<file path="src/sv/dscs_pkg.sv">
package dscs_pkg;

    // Widths of the payload and configuration fields.
    localparam int LIMIT_W   = 16;
    localparam int PULSE_W   = 15;
    localparam int MODE_W    = 3;
    localparam int DIR_W     = 2;
    localparam int CFG_IDX_W = 2;
    localparam int CFG_DAT_W = 16;
    localparam int NUM_PINS  = 3;

    // Register indexes on the configuration port.
    localparam logic [CFG_IDX_W-1:0] CFG_DEBOUNCE_LIMIT = 2'd0;
    localparam logic [CFG_IDX_W-1:0] CFG_PULSE_REVERSE  = 2'd1;
    localparam logic [CFG_IDX_W-1:0] CFG_PULSE_FORWARD  = 2'd2;
    localparam logic [CFG_IDX_W-1:0] CFG_PULSE_NEUTRAL  = 2'd3;

    // Register values after reset.
    localparam logic [LIMIT_W-1:0] RST_DEBOUNCE_LIMIT = 16'd5000;
    localparam logic [PULSE_W-1:0] RST_PULSE_REVERSE  = 15'd1000;
    localparam logic [PULSE_W-1:0] RST_PULSE_FORWARD  = 15'd2000;
    localparam logic [PULSE_W-1:0] RST_PULSE_NEUTRAL  = 15'd1500;

    // Lane order of the three pins.
    localparam int LANE_ARM = 0;
    localparam int LANE_DIS = 1;
    localparam int LANE_CAM = 2;

    // Sequencer modes, one-hot.
    typedef enum logic [7:0] {
        MODE_IDLE             = 8'b0000_0001,
        MODE_COCKING          = 8'b0000_0010,
        MODE_COCKED           = 8'b0000_0100,
        MODE_FIRING           = 8'b0000_1000,
        MODE_DECOCKING        = 8'b0001_0000,
        MODE_RESETTING        = 8'b0010_0000,
        MODE_IDLE_AFTER_RESET = 8'b0100_0000,
        MODE_RECOCKING        = 8'b1000_0000
    } t_mode;

    // Mode codes as seen on the output word.
    localparam logic [MODE_W-1:0] CODE_IDLE             = 3'd0;
    localparam logic [MODE_W-1:0] CODE_COCKING          = 3'd1;
    localparam logic [MODE_W-1:0] CODE_COCKED           = 3'd2;
    localparam logic [MODE_W-1:0] CODE_FIRING           = 3'd3;
    localparam logic [MODE_W-1:0] CODE_DECOCKING        = 3'd4;
    localparam logic [MODE_W-1:0] CODE_RESETTING        = 3'd5;
    localparam logic [MODE_W-1:0] CODE_IDLE_AFTER_RESET = 3'd6;
    localparam logic [MODE_W-1:0] CODE_RECOCKING        = 3'd7;

    // Servo drive direction.
    typedef enum logic [DIR_W-1:0] {
        DIR_NEUTRAL = 2'd0,
        DIR_FORWARD = 2'd1,
        DIR_REVERSE = 2'd2
    } t_dir;

    // Debounced pin levels handed from the lanes to the sequencer.
    typedef struct packed {
        logic arm;
        logic dis;
        logic cam;
    } t_levels;

    // Sequencer decision for one tick.
    typedef struct packed {
        t_mode mode;
        t_dir  dir;
    } t_decision;

    // One result word.
    typedef struct packed {
        logic [PULSE_W-1:0] servo_pulse;
        logic               led_on;
        logic [MODE_W-1:0]  mode_code;
        t_dir               drive_dir;
    } t_result;

    function automatic logic [MODE_W-1:0] mode_to_code(input t_mode mode);
        logic [MODE_W-1:0] code;
        case (mode)
            MODE_IDLE:             code = CODE_IDLE;
            MODE_COCKING:          code = CODE_COCKING;
            MODE_COCKED:           code = CODE_COCKED;
            MODE_FIRING:           code = CODE_FIRING;
            MODE_DECOCKING:        code = CODE_DECOCKING;
            MODE_RESETTING:        code = CODE_RESETTING;
            MODE_IDLE_AFTER_RESET: code = CODE_IDLE_AFTER_RESET;
            MODE_RECOCKING:        code = CODE_RECOCKING;
            default:               code = CODE_IDLE;
        endcase
        return code;
    endfunction

endpackage

</file>
<file path="src/sv/dscs_in_if.sv">
interface dscs_in_if;
    logic valid;
    logic ready;
    logic trigger_pin;
    logic disarm_pin;
    logic cam_pin;

    modport source (output valid, output trigger_pin, output disarm_pin, output cam_pin,
                    input ready);
    modport sink (input valid, input trigger_pin, input disarm_pin, input cam_pin,
                  output ready);
endinterface

</file>
<file path="src/sv/dscs_out_if.sv">
interface dscs_out_if;
    logic        valid;
    logic        ready;
    logic [14:0] servo_pulse;
    logic        led_on;
    logic [2:0]  mode_code;
    logic [1:0]  drive_dir;

    modport source (output valid, output servo_pulse, output led_on, output mode_code,
                    output drive_dir, input ready);
    modport sink (input valid, input servo_pulse, input led_on, input mode_code,
                  input drive_dir, output ready);
endinterface

</file>
<file path="src/sv/dscs_cfg_if.sv">
interface dscs_cfg_if;
    logic        valid;
    logic        ready;
    logic [1:0]  index;
    logic [15:0] data;

    modport source (output valid, output index, output data, input ready);
    modport sink (input valid, input index, input data, output ready);
endinterface

</file>
<file path="src/sv/dscs_debounce.sv">
module dscs_debounce
    import dscs_pkg::*;
#(
    parameter int COUNT_BITS = 16
) (
    input  logic               i_clk,
    input  logic               i_rst_n,
    input  logic               i_enable,
    input  logic               i_level,
    input  logic [LIMIT_W-1:0] i_limit,
    output logic               o_stable
);

    localparam int CMP_W = (COUNT_BITS > LIMIT_W) ? COUNT_BITS : LIMIT_W;

    logic                  r_last;
    logic                  r_stable;
    logic [COUNT_BITS-1:0] r_count;
    logic                  n_last;
    logic                  n_stable;
    logic [COUNT_BITS-1:0] n_count;
    logic [CMP_W-1:0]      count_ext;
    logic [CMP_W-1:0]      limit_ext;

    // A level change restarts the quiet count; otherwise it counts up and saturates.
    always_comb begin
        n_last  = r_last;
        n_count = r_count;
        if (i_level != r_last) begin
            n_last  = i_level;
            n_count = '0;
        end else if (r_count != {COUNT_BITS{1'b1}}) begin
            n_count = r_count + 1'b1;
        end
    end

    // The stable level follows once the last level has been quiet long enough.
    always_comb begin
        count_ext = CMP_W'(n_count);
        limit_ext = CMP_W'(i_limit);
        n_stable  = r_stable;
        if ((r_stable != n_last) && (count_ext > limit_ext)) begin
            n_stable = n_last;
        end
    end

    always_ff @(posedge i_clk) begin
        if (!i_rst_n) begin
            r_last   <= 1'b0;
            r_stable <= 1'b0;
            r_count  <= {COUNT_BITS{1'b1}};
        end else if (i_enable) begin
            r_last   <= n_last;
            r_stable <= n_stable;
            r_count  <= n_count;
        end
    end

    assign o_stable = n_stable;

endmodule

</file>
<file path="src/sv/dscs_mode_fsm.sv">
module dscs_mode_fsm
    import dscs_pkg::*;
(
    input  logic      i_clk,
    input  logic      i_rst_n,
    input  logic      i_enable,
    input  logic      i_raw_cam,
    input  t_levels   i_levels,
    output t_decision o_decision
);

    t_mode r_mode;
    logic  r_started;
    t_mode cur_mode;
    t_mode n_mode;
    t_dir  dir;

    // The first word after reset takes its starting mode from the raw cam pin.
    always_comb begin
        if (r_started) begin
            cur_mode = r_mode;
        end else if (i_raw_cam) begin
            cur_mode = MODE_COCKED;
        end else begin
            cur_mode = MODE_IDLE;
        end
    end

    // Mode transitions; disarm wins where it applies.
    always_comb begin
        n_mode = cur_mode;
        case (cur_mode)
            MODE_IDLE: begin
                if (i_levels.dis) n_mode = MODE_RESETTING;
                else if (i_levels.arm) n_mode = MODE_COCKING;
            end
            MODE_COCKING: begin
                if (i_levels.dis) n_mode = MODE_RESETTING;
                else if (i_levels.cam) n_mode = MODE_COCKED;
            end
            MODE_COCKED: begin
                if (i_levels.dis) n_mode = MODE_DECOCKING;
                else if (i_levels.arm) n_mode = MODE_FIRING;
            end
            MODE_FIRING: begin
                if (i_levels.dis) n_mode = MODE_DECOCKING;
                else if (!i_levels.cam) n_mode = MODE_COCKING;
            end
            MODE_DECOCKING: begin
                if (!i_levels.cam) n_mode = MODE_RESETTING;
            end
            MODE_RESETTING: begin
                if (i_levels.cam) n_mode = MODE_IDLE_AFTER_RESET;
            end
            MODE_IDLE_AFTER_RESET: begin
                if (i_levels.arm) n_mode = MODE_RECOCKING;
            end
            MODE_RECOCKING: begin
                if (i_levels.dis) n_mode = MODE_IDLE_AFTER_RESET;
                else if (!i_levels.cam) n_mode = MODE_COCKING;
            end
            default: begin
                n_mode = MODE_IDLE;
            end
        endcase
    end

    // Drive direction follows the new mode.
    always_comb begin
        case (n_mode)
            MODE_DECOCKING, MODE_RESETTING:            dir = DIR_REVERSE;
            MODE_COCKING, MODE_FIRING, MODE_RECOCKING: dir = DIR_FORWARD;
            default:                                   dir = DIR_NEUTRAL;
        endcase
    end

    always_ff @(posedge i_clk) begin
        if (!i_rst_n) begin
            r_mode    <= MODE_IDLE;
            r_started <= 1'b0;
        end else if (i_enable) begin
            r_mode    <= n_mode;
            r_started <= 1'b1;
        end
    end

    assign o_decision.mode = n_mode;
    assign o_decision.dir  = dir;

endmodule

</file>
<file path="src/sv/debounced_servo_cocking_sequencer.sv">
// A word accepted is registered into the output register, or into the skid entry while the
// output register holds a result not yet taken. One word per cycle while the skid is empty;
// three debounce lanes and the mode sequencer decide each tick combinationally.
// A two-entry output stage (output register plus skid) keeps input ready while one result waits.
// Reset (synchronous, active low) restores the register defaults, clears the lanes
// with saturated counts, sets mode idle and empties the output stage.
module debounced_servo_cocking_sequencer
    import dscs_pkg::*;
#(
    parameter int COUNT_BITS = 16
) (
    input  logic              i_clk,
    input  logic              i_rst_n,
    dscs_in_if.sink           i_in,
    dscs_out_if.source        o_out,
    dscs_cfg_if.sink          i_cfg
);

    logic [LIMIT_W-1:0] r_debounce_limit;
    logic [PULSE_W-1:0] r_pulse_reverse;
    logic [PULSE_W-1:0] r_pulse_forward;
    logic [PULSE_W-1:0] r_pulse_neutral;

    logic      in_fire;
    logic      out_fire;
    logic      cfg_fire;
    logic      in_ready;
    logic [NUM_PINS-1:0] raw_inv;
    logic [NUM_PINS-1:0] lane_level;
    t_levels   levels;
    t_decision decision;
    t_result   n_result;

    t_result r_out;
    logic    r_out_valid;
    t_result r_skid;
    logic    r_skid_valid;

    assign in_ready = !r_skid_valid;
    assign in_fire  = i_in.valid && in_ready;
    assign out_fire = r_out_valid && o_out.ready;
    assign cfg_fire = i_cfg.valid;

    // Configuration registers; the port always takes a word.
    always_ff @(posedge i_clk) begin
        if (!i_rst_n) begin
            r_debounce_limit <= RST_DEBOUNCE_LIMIT;
            r_pulse_reverse  <= RST_PULSE_REVERSE;
            r_pulse_forward  <= RST_PULSE_FORWARD;
            r_pulse_neutral  <= RST_PULSE_NEUTRAL;
        end else if (cfg_fire) begin
            case (i_cfg.index)
                CFG_DEBOUNCE_LIMIT: r_debounce_limit <= i_cfg.data[LIMIT_W-1:0];
                CFG_PULSE_REVERSE:  r_pulse_reverse  <= i_cfg.data[PULSE_W-1:0];
                CFG_PULSE_FORWARD:  r_pulse_forward  <= i_cfg.data[PULSE_W-1:0];
                CFG_PULSE_NEUTRAL:  r_pulse_neutral  <= i_cfg.data[PULSE_W-1:0];
                default: ;
            endcase
        end
    end

    // The pins are active low; each lane sees the inverted raw level.
    assign raw_inv[LANE_ARM] = !i_in.trigger_pin;
    assign raw_inv[LANE_DIS] = !i_in.disarm_pin;
    assign raw_inv[LANE_CAM] = !i_in.cam_pin;

    for (genvar g = 0; g < NUM_PINS; g++) begin : g_lane
        dscs_debounce #(
            .COUNT_BITS (COUNT_BITS)
        ) u_debounce (
            .i_clk    (i_clk),
            .i_rst_n  (i_rst_n),
            .i_enable (in_fire),
            .i_level  (raw_inv[g]),
            .i_limit  (r_debounce_limit),
            .o_stable (lane_level[g])
        );
    end

    // Merge the lane levels for the sequencer.
    assign levels.arm = lane_level[LANE_ARM];
    assign levels.dis = lane_level[LANE_DIS];
    assign levels.cam = lane_level[LANE_CAM];

    dscs_mode_fsm u_mode_fsm (
        .i_clk      (i_clk),
        .i_rst_n    (i_rst_n),
        .i_enable   (in_fire),
        .i_raw_cam  (i_in.cam_pin),
        .i_levels   (levels),
        .o_decision (decision)
    );

    // Build the result word from the decision and the pulse registers.
    always_comb begin
        case (decision.dir)
            DIR_REVERSE: n_result.servo_pulse = r_pulse_reverse;
            DIR_FORWARD: n_result.servo_pulse = r_pulse_forward;
            default:     n_result.servo_pulse = r_pulse_neutral;
        endcase
        n_result.led_on    = (decision.dir != DIR_NEUTRAL);
        n_result.mode_code = mode_to_code(decision.mode);
        n_result.drive_dir = decision.dir;
    end

    // Output register with a skid entry behind it.
    always_ff @(posedge i_clk) begin
        if (!i_rst_n) begin
            r_out_valid  <= 1'b0;
            r_skid_valid <= 1'b0;
        end else if (!r_out_valid || out_fire) begin
            r_out_valid  <= r_skid_valid || in_fire;
            r_skid_valid <= 1'b0;
        end else if (in_fire) begin
            r_skid_valid <= 1'b1;
        end
    end

    always_ff @(posedge i_clk) begin
        if (!r_out_valid || out_fire) begin
            r_out <= r_skid_valid ? r_skid : n_result;
        end else if (in_fire) begin
            r_skid <= n_result;
        end
    end

    assign i_in.ready        = in_ready;
    assign i_cfg.ready       = 1'b1;
    assign o_out.valid       = r_out_valid;
    assign o_out.servo_pulse = r_out.servo_pulse;
    assign o_out.led_on      = r_out.led_on;
    assign o_out.mode_code   = r_out.mode_code;
    assign o_out.drive_dir   = r_out.drive_dir;

endmodule

</file>
<file path="src/flat_wrapper.sv">
// flat-port wrapper written by rule: the top's interface ports become plain ports
module debounced_servo_cocking_sequencer_flat import dscs_pkg::*;
#(
    parameter int COUNT_BITS = 16
)
  (i_clk, i_rst_n, i_in_valid, i_in_trigger_pin, i_in_disarm_pin, i_in_cam_pin, i_in_ready, o_out_valid, o_out_servo_pulse, o_out_led_on, o_out_mode_code, o_out_drive_dir, o_out_ready, i_cfg_valid, i_cfg_index, i_cfg_data, i_cfg_ready);
  dscs_in_if i_in_i ();
  dscs_out_if o_out_i ();
  dscs_cfg_if i_cfg_i ();
  input  logic i_clk;
  input  logic i_rst_n;
  input wire logic [$bits(i_in_i.valid)-1:0] i_in_valid;
  input wire logic [$bits(i_in_i.trigger_pin)-1:0] i_in_trigger_pin;
  input wire logic [$bits(i_in_i.disarm_pin)-1:0] i_in_disarm_pin;
  input wire logic [$bits(i_in_i.cam_pin)-1:0] i_in_cam_pin;
  output wire logic [$bits(i_in_i.ready)-1:0] i_in_ready;
  output wire logic [$bits(o_out_i.valid)-1:0] o_out_valid;
  output wire logic [$bits(o_out_i.servo_pulse)-1:0] o_out_servo_pulse;
  output wire logic [$bits(o_out_i.led_on)-1:0] o_out_led_on;
  output wire logic [$bits(o_out_i.mode_code)-1:0] o_out_mode_code;
  output wire logic [$bits(o_out_i.drive_dir)-1:0] o_out_drive_dir;
  input wire logic [$bits(o_out_i.ready)-1:0] o_out_ready;
  input wire logic [$bits(i_cfg_i.valid)-1:0] i_cfg_valid;
  input wire logic [$bits(i_cfg_i.index)-1:0] i_cfg_index;
  input wire logic [$bits(i_cfg_i.data)-1:0] i_cfg_data;
  output wire logic [$bits(i_cfg_i.ready)-1:0] i_cfg_ready;
  assign i_in_i.valid = i_in_valid;
  assign i_in_i.trigger_pin = i_in_trigger_pin;
  assign i_in_i.disarm_pin = i_in_disarm_pin;
  assign i_in_i.cam_pin = i_in_cam_pin;
  assign i_in_ready = i_in_i.ready;
  assign o_out_valid = o_out_i.valid;
  assign o_out_servo_pulse = o_out_i.servo_pulse;
  assign o_out_led_on = o_out_i.led_on;
  assign o_out_mode_code = o_out_i.mode_code;
  assign o_out_drive_dir = o_out_i.drive_dir;
  assign o_out_i.ready = o_out_ready;
  assign i_cfg_i.valid = i_cfg_valid;
  assign i_cfg_i.index = i_cfg_index;
  assign i_cfg_i.data = i_cfg_data;
  assign i_cfg_ready = i_cfg_i.ready;
  debounced_servo_cocking_sequencer #(.COUNT_BITS(COUNT_BITS)) u_core (.i_clk(i_clk), .i_rst_n(i_rst_n), .i_in(i_in_i), .o_out(o_out_i), .i_cfg(i_cfg_i));
endmodule
</file>
<file path="config.mk">
export PLATFORM = sky130hd
export DESIGN_NAME = debounced_servo_cocking_sequencer_flat
export DESIGN_NICKNAME = d
export VERILOG_FILES = /design/src/sv/dscs_pkg.sv /design/src/sv/dscs_in_if.sv /design/src/sv/dscs_out_if.sv /design/src/sv/dscs_cfg_if.sv /design/src/sv/dscs_debounce.sv /design/src/sv/dscs_mode_fsm.sv /design/src/sv/debounced_servo_cocking_sequencer.sv /design/src/flat_wrapper.sv
export SDC_FILE = /design/constraint.sdc
export NUM_CORES = 1
export LEC_CHECK = 0
export ABC_AREA = 1
export BUFFER_PORTS_ARGS = -buffer_cell sky130_fd_sc_hd__buf_4
export CORE_MARGIN = 2
export CORE_UTILIZATION = 45
export CTS_BUF_LIST = sky130_fd_sc_hd__clkbuf_8
export DETAILED_ROUTE_END_ITERATION = 12
export SLEW_MARGIN = 20
export SYNTH_ARGS = -nofsm -noshare
export SYNTH_HDL_FRONTEND = slang
export SYNTH_SLANG_ARGS = --single-unit
</file>
<file path="constraint.sdc">
create_clock -name i_clk -period 8.31 [get_ports i_clk]
set_input_delay 1.2465 -clock i_clk [delete_from_list [all_inputs] [get_ports i_clk]]
set_output_delay 1.2465 -clock i_clk [all_outputs]
set_load 0.01 [all_outputs]
</file>
# == Word-level counts from Yosys, hierarchy flattened ==
# Cells that the tools add are included.
# classes
order_cmp,3
bitwise,2
eq_ne,29
n_mux,31
addsub,3
reduce_logical,22
# op_table
op,count
$mux W8,13
$mux W16,6
$pmux W8 S8,1
$add A16 B1 Y16 const B,3
$gt A16 B16 Y1,3
$ne A16 B16 Y1 const B,3
$pmux W15 S2,1
$mux W21,1
$pmux W3 S7,1
$eq A8 B2 Y1 const B,2
$eq A8 B3 Y1 const B,2
$eq A8 B4 Y1 const B,2
$eq A8 B5 Y1 const B,2
$eq A8 B6 Y1 const B,2
$eq A8 B7 Y1 const B,2
$eq A8 B8 Y1 const B,2
$reduce_and A2 Y1,5
$eq A8 B1 Y1 const B,1
$eq A2 B2 Y1 const B,3
$mux W1,6
$ne A1 B1 Y1,6
$logic_and A1 B1 Y1,5
$logic_not A1 Y1,5
$eq A2 B1 Y1 const B,2
other kinds (8),11
# word_totals
inputBits,26
wordCells,115
reg_bits,168
out_inout_bits,24

# == Depth between registers and ports, before layout ==
# Gate-level depths: netlist (run 1).
# depth
word_depth,15
depth_mapped,35
mapped_depth_nobuf,34

# == Cells and area by module ==
# A second synthesis (run 1) with hierarchy kept.
# unflattened
hier_cells,1428
area_unflattened_um2,10179.8
# modules_own_cells
module,area_per_inst_um2,seq_area_each_um2,cells_per_inst,n_inst
dscs_debounce,1672.9,360.3,260,3
debounced_servo_cocking_sequencer,4224.1,2522.4,500,1
dscs_mode_fsm,937.1,180.2,148,1

# == Least setup slack after synthesis (run 1) ==
# Ideal clock, no wire load.
# synth_path
path_kind,in2reg
start,in i_in_disarm_pin
end,"reg u_core.r_out, in the netlist u_core.o_out.servo_pulse[10] (data pin)"
path_buffers,2
setup_ns,0.131
arrival_time_ns,4.546
t_required_ns,8.179
setup_slack_ns,3.633
path_stages,26
path_cell_list,inv_1 ha_1 clkbuf_1 inv_1 a21oi_1 a21boi_0 ha_1 nand2_1 o21ai_0 a21oi_1 nand2_1 nand2_1 nand2_1 nand2_1 nor2_1 o21ai_1 nand2_2 nor2_2 nand2_2 inv_1 ha_1 clkbuf_1 nand2_1 a31oi_1 nand2_1 nand2_1
# synth_rtl
item,line_no,rtl
from (decl),flat_wrapper.sv:14,input wire logic [$bits(i_in_i.disarm_pin)-1:0] i_in_disarm_pin;
to (signal assigned),debounced_servo_cocking_sequencer.sv:121,r_out <= r_skid_valid ? r_skid : n_result;
to (decl),debounced_servo_cocking_sequencer.sv:34,t_result r_out;

==> results of run 1 <==
Yosys cell counts, drive strengths merged:
library cell / n / area [um2]
nand2: 332 / 1290
a31o: 1 / 8.76
nand4: 16 / 115
o21bai: 5 / 37.5
xnor2: 1 / 8.76
nor2: 151 / 609
nand3b: 3 / 22.5
a31oi: 18 / 113
o31a: 1 / 8.76
a21o: 4 / 30.0
o211ai: 37 / 283
clkbuf: 43 / 161
or2: 4 / 25.0
nor3: 22 / 125
o211a: 3 / 30.0
nor4: 8 / 71.3
a21oi: 86 / 430
o21ai: 99 / 507
clkinv: 5 / 20.0
a21boi: 1 / 7.51
edfxtp: 42 / 1260
inv: 143 / 539
a211oi: 2 / 15.0
buf: 7 / 41.3
xor2: 4 / 35.0
ha: 61 / 763
a221oi: 1 / 15.0
o21a: 2 / 15.0
nand3: 57 / 313
conb: 1 / 3.75
and2: 1 / 6.26
dfxtp: 126 / 2520
cells in the final DEF, fill, tap and decap left out, drive strengths merged:
master and count:
or2 4, ha 61, inv 150, o21ai 99
dfxtp 126, o21bai 5, o211ai 37, nor2 151
clkinv 13, o211a 3, nor4 8, o21a 2
nor3 22, a21boi 1, o31a 1, a211oi 2
buf 59, a31o 1, nand2 332, a21o 4
xor2 4, and2 1, edfxtp 42, conb 1
a21oi 86, clkbuf 17, a221oi 1, nand4 16
nand3 57, xnor2 1, nand3b 3, a31oi 18
logic make-up after synthesis:
kind of cell,count (synthesis),share of synthesized area [%]
flip-flops,168,40.1
adder cells (fa/ha/maj),61,8.09
AND/OR/NAND/NOR,594,27.3
XOR/XNOR,5,0.464
buffers and inverters,198,8.08
AO/OA/AOI/OAI,260,15.9
other,1,0.0398
worst max-delay path: cells and delay by family, from the launching register on:
| kind | cells | cell delay (ns) |
|---|---|---|
| and+or+nand+nor | 21 | 2.67 |
| buffers and inverters | 4 | 0.30 |
| DFF | 1 | 0.41 |
| adders and majority gates | 3 | 1.48 |
| AOI/OAI and AO/OA | 3 | 0.46 |
registers in the layout (all words and copies together) (netlist names), 2 cells and up:
signal	cells
u_core.g_lane.u_debounce.r_count	48
u_core.r_skid	21
u_core.r_debounce_limit	16
u_core.o_out.servo_pulse	15
u_core.r_pulse_forward	15
u_core.r_pulse_neutral	15
u_core.r_pulse_reverse	15
u_core.u_mode_fsm.r_mode	8
u_core.g_lane.u_debounce.r_last	3
u_core.g_lane.u_debounce.r_stable	3
u_core.o_out.mode_code	3
u_core.o_out.drive_dir	2
worst max-delay path by stage:
stage / startpoint / to / slack [ns] / depth (start not counted)
2_1_floorplan: i_in_disarm_pin / u_core.o_out.servo_pulse[10] / 3.63 / 26
3_3_place_gp: i_in_disarm_pin / u_core.o_out.servo_pulse[0] / 2.61 / 24
3_5_place_dp: i_in_disarm_pin / u_core.o_out.servo_pulse[11] / 2.51 / 24
4_1_cts: u_core.g_lane[2].u_debounce.r_count[0] / u_core.o_out.servo_pulse[11] / 2.85 / 30
5_1_grt: u_core.g_lane[2].u_debounce.r_count[0] / u_core.o_out.servo_pulse[12] / 2.19 / 31
6_report: u_core.g_lane[2].u_debounce.r_count[0] / u_core.o_out.servo_pulse[12] / 2.84 / 31
final cells by class:
type                    instances  share of cell area (%)
clock buffers                  17                    2.24
clock inverters                15                    1.72
inverters                     148                    5.36
multi-input cells             921                    46.9
flip-flops and latches        168                    36.3
well taps                     270                    3.24
repair buffers                 59                    4.25
metrics by stage:
step                cell area (um2)  power, mW  hold slack (ns)  utilization, %
floorplan                      9430       1.44            0.429               -
finish                        10400       2.22            0.468            51.1
global route                  10400       2.38            0.491            51.1
CTS                           10400       2.24            0.468            51.1
detailed placement            10000       1.63            0.442            49.0
global placement              10000       1.62            0.438            49.0
layer usage:
metal | wire [um] | part of all wire [%]
met2 | 10700 | 44
met3 | 1040 | 4.3
met4 | 454 | 1.9
met1 | 12200 | 50
met5 | 0 | 0
where the power goes:
part | internal [mW] | leakage [nW] | switching, mW
logic | 0.229 | 3.33 | 0.394
clock network | 0.231 | 0.207 | 0.374
registers | 0.945 | 1.46 | 0.0483
total | 1.41 | 4.99 | 0.817
==> out/results.ini, run 1 <==
[critical_path]
crit_path_frequent_cell=nand2_1
r2r_setup_slack_ns=2.84
worstSetupPathType=flip-flop to flip-flop
crit_slowest_cell=ha_1
r2r_cells=31
required_ns=8.67
reg2reg_to=u_core.o_out.servo_pulse[12]
r2r-start=u_core.g_lane[2].u_debounce.r_count[0]
crit_arrival_ns=5.83
start_kind=flip-flop
critPathMaxStageDelay_ns=0.95
end_kind=flip-flop
cp_max_fo=30

[cts]
insertion_delay_ns=0.48
cts_resized=0
cts_hold_buf=0
cts_buffers=17
clockBufferDepth=2
path_clk_slew_ns=0.11
cts_root_buf=clkbuf_8
cts_setup_buffers=0
clock_sinks=168
cts_tree=done
h-tree-depth=4

[route]
wl_per_cell_um=15.3
dr.pass1.iters=5
viasPerCell=5.23
finalWirelength_um=24400
drc=0
antenna_left=0
drt_first_iter_violations=585
num_vias=8354

[synthesis]
syn-instance-count=1287
mappedNetlistNets=1374
synth_warnings=0
avgSynthCellArea_um2=7.33
ys_ff_latch=168
netlist_area_um2=9430
seq_area_frac_synth_pct=40.1
netlist-cell-type-count=51

[floorplanning]
die_w_um=149
core-area_um2=20400
num_io_pins=50
die_area_um2=22100
fp-row-count=52
initial_utilization_pct=46.2
die_y_um=149

[sta]
fin_ws_ns=2.84
fin_crit_sh_pct=65.9
finalMaxSlewViolations=0
setup_viol=0
clock_skew_ns=0.0185
period_needed_ns=5.47
worstMarginPinSlew_ns=1.00
rsz0062_at_grt=false
slew_headroom_pct=33.1
final_hold_viol_count=0
setup-tns-final_ns=0
timing.fmax_ghz=0.183

[global_route]
grt_pass1_vias=7946
met3_usage_pct=3.18
grt_pass1_wl_um=40400
met1_usage_pct=32.8
busiest_layer=met2
track_usage_pct=23.0
gr-total-overflow=0
grt_antenna_before_repair=0
grt_max_degree=74
met2_usage_pct=36.0

[min_path]
min_path_cells=2
min_path_type=flip-flop to flip-flop
hp-start=u_core.r_pulse_neutral[3]
holdPathEnd=u_core.r_pulse_neutral[3]

[placement]
dp_hpwl_um=17100
place_inst=1566
dp_slack_ns=2.51
portBuffers=48
gp_congestion=0.927

[pwr]
peakVddDrop_mv=0.121
powerDensity_nw_per_um2=213
power.leakage_nw=4.99

[status]
run_status=finished clean

[cells_and_area]
nets=1402
multi_input_area_um2=4890
final_cell_count_no_fill=1598
area_growth_pct=10.6
seqCellArea_um2=3780
antenna_cells=0
fillers=2064
drive_gt1_share_pct=10.9

[job]
max_cap_violations=0

Power figures use the tool's default switching activity.
==> inputs of run 2 (changes only) <==
Settings changed: ABC_AREA 1 to 0.
Clock period 8.31 ns to 5 ns, I/O delays scaled along.
==> run 2 against run 1 <==
Against the previous run:
- the flow now finishes with violations (setup timing)
- clock-buffer cell count unchanged
- power up 94%
- via count down 0.32%
- final cell count down 5.6%
- maximum frequency up 6.7%
- die area down 1.5%
- sequential power up 71%
==> out/results.ini, run 2 <==
[critical_path]
r2r_setup_slack_ns=-0.13  ; was 2.84 ns
crit_arrival_ns=5.40  ; was 5.83 ns
crit_family=simple AND/OR/NAND/NOR gates  ; unchanged
reg2reg_to=u_core.o_out.servo_pulse[1]  ; was u_core.o_out.servo_pulse[12]
worstSetupPathType=flip-flop to flip-flop  ; unchanged
start_kind=flip-flop  ; unchanged
path_buf_inv=2  ; was 4
crit_slowest_cell=o41a_1  ; was ha_1
critPathMaxStageDelay_ns=0.52  ; was 0.95 ns
required_ns=5.27  ; was 8.67 ns
r2r-start=u_core.g_lane[2].u_debounce.r_count[9]  ; was u_core.g_lane[2].u_debounce.r_count[0]
cp_cell_sequence=and3_4, or4b_4, or4_4, buf_6, mux2i_2, nor2_1, ha_1, nor2b_1, o211ai_1, a21boi_4, o41a_1, a31o_2, o211a_1, nand2b_4, or2_4, ha_4, buf_12, a22oi_2, a21oi_2, mux2_4
cp_max_fo=7  ; was 30
end_kind=flip-flop  ; unchanged
r2r_cells=20  ; was 31

[pwr]
peakVddDrop_mv=0.204  ; was 0.121 mV
powerDensity_nw_per_um2=372  ; was 213 nW/um2
power.leakage_nw=4.82  ; was 4.99 nW

[floorplanning]
core-area_um2=20200  ; was 20,400 um2
num_io_pins=50  ; unchanged
die_w_um=148  ; was 149 um
fp-row-count=52  ; unchanged
initial_utilization_pct=45.9  ; was 46.2%
die_area_um2=21800  ; was 22,100 um2
die_y_um=148  ; was 149 um

[job]
max_cap_violations=0  ; unchanged

[cts]
cts_tree=done  ; unchanged
cts_root_buf=clkbuf_8  ; unchanged
clock_sinks=168  ; unchanged
insertion_delay_ns=0.50  ; was 0.48 ns
path_clk_slew_ns=0.13  ; was 0.11 ns
h-tree-depth=4  ; unchanged
cts_buffers=17  ; unchanged
clockBufferDepth=2  ; unchanged
cts_hold_buf=0  ; unchanged

[global_route]
gr-total-overflow=0  ; unchanged
grt_pass1_wl_um=41900  ; was 40,400 um
grt_max_degree=74  ; unchanged
track_usage_pct=24.3  ; was 23.0%
grt_pass1_vias=7953  ; was 7,946
grt_antenna_before_repair=0  ; unchanged

[synthesis]
ys_ff_latch=168  ; unchanged
netlist-cell-type-count=82  ; was 51
synth_enable_flop_cells=42  ; unchanged
async_reset_ff_share_pct=0  ; unchanged
syn-instance-count=1092  ; was 1,287
synth_top_area_share_pct=27.2  ; was 26.7%
synth_top_area_cell=dfxtp_1  ; unchanged
mappedNetlistNets=1179  ; was 1,374
synth_most_common_cell=nand2_1  ; unchanged
seq_area_frac_synth_pct=40.7  ; was 40.1%
synth.area.top_cells=dfxtp_1 27%, edfxtp_1 14%, ha_1 8.2%  ; was dfxtp_1 27%, edfxtp_1 13%, nand2_1 13%
netlist_area_um2=9290  ; was 9430 um2
avgSynthCellArea_um2=8.50  ; was 7.33 um2
ys_dominant_reg_cell=dfxtp_1  ; unchanged
synth_warnings=0  ; unchanged
synth_commonest_cells=201 x nand2_1, 126 x dfxtp_1, 105 x nor2_1  ; was 320 x nand2_1, 140 x nor2_1, 132 x inv_1

[sta]
clock_skew_ns=0.0304  ; was 0.0185 ns
worstMarginPinSlew_ns=0.944  ; was 1.00 ns
slew_headroom_pct=37.0  ; was 33.1%
fin_ws_ns=-0.130  ; was 2.84 ns
rsz0062_at_grt=true  ; was false
fin_crit_sh_pct=103  ; was 65.9%
finalMaxSlewViolations=0  ; unchanged
timing.fmax_ghz=0.195  ; was 0.183 GHz
whs_ns=0.462  ; was 0.468 ns
period_needed_ns=5.13  ; was 5.47 ns
setup_viol=15  ; was 0
final_hold_viol_count=0  ; unchanged

[status]
run_status=finished, violations left  ; was finished clean
violations=setup timing

[cells_and_area]
reg_top3=u_core.g_lane.u_debounce.r_count x48, u_core.r_skid x21, u_core.r_debounce_limit x16  ; unchanged
area_growth_pct=24.7  ; was 10.6%
nets=1312  ; was 1,402
layout_common_cells=200 x nand2_1, 161 x buf_4, 119 x dfxtp_1  ; was 320 x nand2_1, 138 x nor2_1, 132 x inv_1
final_area_um2=11600  ; was 10,400 um2
final_cell_count_no_fill=1508  ; was 1,598
largest_reg_flops=48  ; unchanged
final_common_cell=nand2_1  ; unchanged
drive_gt1_share_pct=26.3  ; was 10.9%
antenna_cells=0  ; unchanged
top_register=u_core.g_lane.u_debounce.r_count  ; unchanged

[route]
drt_first_iter_violations=372  ; was 585
finalWirelength_um=26100  ; was 24,400 um
num_vias=8327  ; was 8,354
wl_per_cell_um=17.3  ; was 15.3 um
viasPerCell=5.52  ; was 5.23
antenna_left=0  ; unchanged
dr.pass1.iters=5  ; unchanged
drc=0  ; unchanged

[placement]
dp_slack_ns=-0.316  ; was 2.51 ns
dp_hpwl_um=17900  ; was 17,100 um
placed_cell_area_um2=10600  ; was 10,000 um2
gp_congestion=0.881  ; was 0.927
portBuffers=48  ; unchanged
place_inst=1454  ; was 1,566

[min_path]
min_path_cells=2  ; unchanged
holdPathEnd=u_core.r_debounce_limit[15]  ; was u_core.r_pulse_neutral[3]
hp-start=u_core.r_debounce_limit[15]  ; was u_core.r_pulse_neutral[3]
min_path_type=flip-flop to flip-flop  ; unchanged

==> run 2: cell count changes in the layout (fill, tap and decap cells not counted), sizes merged, moves of 16 or more <==
| cell | before | now |
|---|---|---|
| a22oi | 0 | 16 |
| buf | 59 | 170 |
| o21ai | 99 | 27 |
| o211ai | 37 | 13 |
| inv | 150 | 43 |
| nand2 | 332 | 201 |
| nor2 | 151 | 107 |
==> run 2: tightest hold or removal path: stages (launching register included) <==
cell and delay, ns:
dfxtp_1 0.33, nand2_1 0.05, a21oi_1 0.05
==> run 2: worst max-delay path by stage <==
stage	startpoint	endpoint	slack (ns)	cells after the start
floorplan	u_core.g_lane[1].u_debounce.r_count[7]	u_core.o_out.servo_pulse[4]	0.01	21
global placement	u_core.g_lane[2].u_debounce.r_count[9]	u_core.o_out.servo_pulse[2]	-0.28	22
detailed placement	u_core.g_lane[2].u_debounce.r_count[9]	u_core.o_out.servo_pulse[10]	-0.32	22
CTS	u_core.g_lane[2].u_debounce.r_count[9]	u_core.o_out.servo_pulse[10]	-0.03	22
global route	u_core.g_lane[2].u_debounce.r_count[9]	u_core.o_out.servo_pulse[1]	-0.35	22
finish	u_core.g_lane[2].u_debounce.r_count[9]	u_core.o_out.servo_pulse[1]	-0.13	20
==> run 2: cells by family (layout without fill, tap and decap cells) <==
family	Yosys count	after routing	synth area share (%)
flip-flops	168	168	40.7
AO/OA/AOI/OAI	242	242	17.4
AND/OR/NAND/NOR	473	473	24.2
adder cells (fa/ha/maj)	61	61	8.22
XOR/XNOR	32	32	3.02
other	1	1	0.0404
multiplexers	20	20	2.36
buffers and inverters	95	241	4.04
==> run 2: repair_timing <==
item,in CTS,in global routing
setup endpoints to repair,30,31
hold endpoints to repair,0,0
cloned,1,0
pin swaps,47,10
buffers inserted,18,6
resized for setup,70,8
==> run 2: report_power, final <==
part	switching (mW)	internal, mW	total (mW)
clock	0.636	0.396	1.03
combinational	0.812	0.763	1.57
sequential	0.0976	1.60	1.70
total	1.55	2.76	4.30
==> run 2: metrics by stage <==
stage	util, %	TNS [ns]	power (mW)
floorplan	-	0	2.52
global placement	52.5	-4.54	3.04
detailed placement	52.5	-5.55	3.06
CTS	56.9	-0.345	4.30
global route	57.2	-6.29	4.54
finish	57.2	-1.61	4.30
==> run 2: routing by layer <==
metal  share of wire, %  GRT usage [%]
met1                 46           31.3
met2                 48           41.7
met3                3.6           3.18
met4                2.7           8.70
met5                  0              0
==> run 2: layout make-up <==
class / count / area (um2)
Timing Repair Buffer: 170 / 1370
Clock buffer: 17 / 234
Tap cell: 270 / 338
Fill cell: 1829 / 8660
Multi-Input combinational cell: 829 / 5480
Clock inverter: 15 / 211
Sequential cell: 168 / 3790
Inverter: 39 / 146
